### src/hdl/kd_tree_point_order_macros.svh
// assertion macros for the kd-tree point ordering block
`ifndef KD_TREE_POINT_ORDER_MACROS_SVH
`define KD_TREE_POINT_ORDER_MACROS_SVH

// same-cycle implication, checked out of reset
`define KDPO_ASSERT_IMPL(label, pre, post) \
  label: assert property (@(posedge clk) disable iff (!rst_n) (pre) |-> (post)) \
    else $error("kdpo check failed");

// next-cycle implication, checked out of reset
`define KDPO_ASSERT_NEXT(label, pre, post) \
  label: assert property (@(posedge clk) disable iff (!rst_n) (pre) |=> (post)) \
    else $error("kdpo check failed");

`endif

### src/hdl/kdpo_pkg.sv
// shared types, constants and helpers of the kd-tree point ordering block
`timescale 1ns / 1ps
package kdpo_pkg;

  localparam int MAX_POINTS_DEF = 64;
  localparam int MAX_DIMS       = 3;
  localparam int COORD_W        = 32;
  localparam int POINT_W        = 3 * COORD_W;

  localparam logic [1:0] DIMS_RESET  = 2'd2;
  localparam logic [1:0] START_RESET = 2'd0;

  // configuration register indexes
  localparam logic CFG_DIMS  = 1'b0;
  localparam logic CFG_START = 1'b1;

  typedef enum logic [2:0] {
    ST_IDLE,
    ST_POP,
    ST_PASS,
    ST_RUN,
    ST_PRIME,
    ST_MERGE,
    ST_EMIT_RD,
    ST_EMIT_OUT
  } kdpo_state_t;

  // clamp dims to 1..MAX_DIMS
  function automatic logic [1:0] clamp_dims(input logic [1:0] d);
    logic [1:0] r;
    r = d;
    if (d == 2'd0) r = 2'd1;
    if (d > 2'(MAX_DIMS)) r = 2'(MAX_DIMS);
    return r;
  endfunction

  // small modulo by repeated subtraction, a < 4, d >= 1
  function automatic logic [1:0] mod_small(input logic [1:0] a, input logic [1:0] d);
    logic [1:0] r;
    r = a;
    for (int s = 0; s < 3; s++) begin
      if (r >= d) r = r - d;
    end
    return r;
  endfunction

endpackage

### src/hdl/kdpo_cmp.sv
// shared magnitude compare unit: left key strictly below right key
`timescale 1ns / 1ps
module kdpo_cmp (
  input  logic [kdpo_pkg::POINT_W-1:0] pt_l,
  input  logic [kdpo_pkg::POINT_W-1:0] pt_r,
  input  logic [1:0]                   axis,
  output logic                         left_lt
);

  logic [kdpo_pkg::COORD_W-1:0] key_l, key_r, mag_l, mag_r;

  always_comb begin
    case (axis)
      2'd1: begin
        key_l = pt_l[2*kdpo_pkg::COORD_W-1:kdpo_pkg::COORD_W];
        key_r = pt_r[2*kdpo_pkg::COORD_W-1:kdpo_pkg::COORD_W];
      end
      2'd2: begin
        key_l = pt_l[3*kdpo_pkg::COORD_W-1:2*kdpo_pkg::COORD_W];
        key_r = pt_r[3*kdpo_pkg::COORD_W-1:2*kdpo_pkg::COORD_W];
      end
      default: begin
        key_l = pt_l[kdpo_pkg::COORD_W-1:0];
        key_r = pt_r[kdpo_pkg::COORD_W-1:0];
      end
    endcase
    // unsigned magnitude, the most negative value maps to 2^31 exactly
    mag_l   = key_l[kdpo_pkg::COORD_W-1] ? (~key_l + 1'b1) : key_l;
    mag_r   = key_r[kdpo_pkg::COORD_W-1] ? (~key_r + 1'b1) : key_r;
    left_lt = mag_l < mag_r;
  end

endmodule

### config.mk
export PLATFORM = sky130hd
export DESIGN_NAME = kdpo_cmp
export DESIGN_NICKNAME = d
export VERILOG_FILES = /design/src/hdl/kd_tree_point_order_macros.svh /design/src/hdl/kdpo_pkg.sv /design/src/hdl/kdpo_cmp.sv
export SDC_FILE = /design/constraint.sdc
export NUM_CORES = 1
export LEC_CHECK = 0
export ABC_AREA = 0
export BUFFER_PORTS_ARGS = -buffer_cell sky130_fd_sc_hd__clkbuf_2
export CAP_MARGIN = 5
export CELL_PAD_IN_SITES_DETAIL_PLACEMENT = 1
export CELL_PAD_IN_SITES_GLOBAL_PLACEMENT = 1
export CORE_UTILIZATION = 32
export DETAILED_ROUTE_END_ITERATION = 8
export PLACE_DENSITY_LB_ADDON = 0.1
export SYNTH_ARGS = -nofsm -noshare
export SYNTH_HDL_FRONTEND = slang
export SYNTH_SLANG_ARGS = --single-unit
### constraint.sdc
create_clock -name vclk -period 4.2
set_clock_uncertainty 0.15 [all_clocks]
set_input_delay 0 -clock vclk [all_inputs]
set_output_delay 0 -clock vclk [all_outputs]
set_load 0.1 [all_outputs]
==> impl_metrics.yaml <==
sta:
  hold_viol: 0
  min_period_ps: 4072
  fmaxAchievable_ghz: 0.2456
  hold_ws_ps: 719.0
  rsz0062_at_grt: "true"
  timing.slew.headroom_pct: 43.83
  finalCritPeriodShare_pct: 96.95
  finalSetupViolCount: 0
  drv_slew: 0
  worstMarginPinSlew_ps: 833.8
die:
  start_util_pct: 33.16
  num_rows: 38
  die_area_um2: 11760
  core_area_um2: 10940
  fp.dieW_um: 108.5
  fp.dieH_um: 108.5
  pin_count: 195
critical_path:
  path_class: "primary input to primary output"
  worstPathMaxFanout: 5
  critPathRequiredTime_ps: 4050
  critPathLaunchType: "primary input"
  crit_arrival_ps: 3920
  critPathCaptureType: "primary output"
place:
  postPlaceCellArea_um2: 4853
  gp_congestion: 0.8982
  portBuffers: 195
  post-dp-hpwl_um: 12050
synth:
  synthCells: 502
  syn_area_um2: 3626
  ys_types: 50
  syn_area_per_cell_um2: 7.223
  synth_common_cells: "o21ai_0, nand2_1, nor2b_1, ha_1, xnor2_1"
  netlist.area_leader.share_pct: 12.08
  yosysMostFrequentCell: "o21ai_0"
  synth_area_leaders: "ha_1, xnor2_1, o21ai_0, nor2b_1, xor2_1"
  synth-seq-area-share_pct: 0
  ys_warn_count: 0
  synth_top_area_cell: "ha_1"
  synth_nets: 731
grt:
  overflow: 0
  grt_pass1_wl_um: 22040
  grt_pass1_vias: 4729
  grt_usage_pct: 22.80
  antenna_found_initial: 0
  grt_max_degree: 43
drt:
  wirelength_um: 14740
  first_iter_violations: 151
  vias: 4679
  drc: 0
  ant_nets: 0
  wl_per_cell_um: 17.34
  firstDrtPassIters: 4
  via_per_inst: 5.505
layout:
  n_antenna_cell: 0
  clock_buffers: 0
  fin_nets: 941
  syn_to_final_growth_pct: 47.52
  seq_cells: 0
  utilization_pct: 48.91
  layout-drive-gt1-share_pct: 45.21
  regArea_um2: 0
  stdcell_area_um2: 5349
pwr:
  p_leak_nw: 2.393
  p_total_w: 0.001123
  ir_drop_v: 0.0002798
  power_density_nw_per_um2: 209.9
min_path:
  worstHoldStart: "pt_r[30]"
  min_to: "left_lt"
  holdPathStages: 7
  hold_path.class: "primary input to primary output"
flow_run:
  cap_viol_max_count: 0
outcome:
  status: "completed"
cts:
  cts_hold_buf: 0
## kinds of logic (layout without fill, tap and decap cells)
family | after synthesis | count (layout) | share of synthesized area [%]
buffers and inverters | 50 | 258 | 7.730
xor gates and xnor gates | 58 | 58 | 14.01
AOI/OAI and AO/OA | 194 | 194 | 39.99
adders and majority gates | 35 | 35 | 12.08
muxes | 1 | 1 | 0.2761
and+or+nand+nor | 164 | 164 | 25.91
## routing by layer
layer / vias to the layer above / share of wire, % / global-route usage, % / wire length [um]
met2: 109 / 55 / 45.80 / 8158
met3: 10 / 2.6 / 0.4822 / 386
met1: 2223 / 41 / 27.29 / 6072
met5: - / 0 / 0 / 0
li1: 2337 / - / - / -
met4: 0 / 0.84 / 2.317 / 124
## stage by stage
step	worst slack, ps	TNS [ps]	std cells
after floorplan	30.91	0	502
after global placement	137.2	0	832
after detailed placement	6.389	0	832
after CTS	17.86	0	832
after global routing	-126.4	-126.4	850
final	128.0	0	850
## timing repair
action                     CTS  global route
pin swaps                    0            24
setup endpoints to repair    1             1
setup buffers                0            18
resized for setup            1            66
## cells in the final DEF, fill, tap and decap left out, types with 14 or more instances in the layout
cell type	synthesis	layout
a21oi_1	20	19
a221oi_1	23	18
a22oi_1	20	20
buf_4	3	43
clkbuf_2	0	192
ha_1	35	32
inv_1	16	14
nand2_1	39	36
nor2_1	25	25
nor2b_1	36	34
o21ai_0	47	38
or2_2	19	18
xnor2_1	34	34
xor2_1	24	24
## power by group
part | total [W] | internal [W] | switching [W]
logic | 0.00112 | 0.000500 | 0.000623
registers | 0 | 0 | 0
clock network | 0 | 0 | 0
total | 0.00112 | 0.000500 | 0.000623
## area by class of cell
cell class	instances	area, um2
Fill cell	1406	5587
Timing Repair Buffer	242	1401
Multi-Input combinational cell	452	3706
Inverter	16	66.31
Tap cell	140	175.2
## worst max-delay path, cell delays in order
cell and delay (ps):
buf_8 110, inv_4 50, ha_4 200, buf_12 140
a221o_1 300, nand2_2 110, ha_4 160, nor4bb_4 240
a31oi_4 80, a2111oi_4 420, nand2_4 160, o41ai_4 340
xnor2_1 160, ha_1 250, nand4_1 120, nor3_2 70
nand3_1 100, a21oi_2 40, a221o_1 350, a211oi_4 290
buf_12 210
## worst max path at each step
stage	to	slack, ps	depth (start not counted)	from
2_1_floorplan	left_lt	30	20	axis[0]
3_3_place_gp	left_lt	140	19	axis[1]
3_5_place_dp	left_lt	6	20	axis[0]
4_1_cts	left_lt	20	18	axis[0]
5_1_grt	left_lt	-130	19	axis[0]
6_report	left_lt	130	21	axis[0]
(Power assumes the default switching activity.)
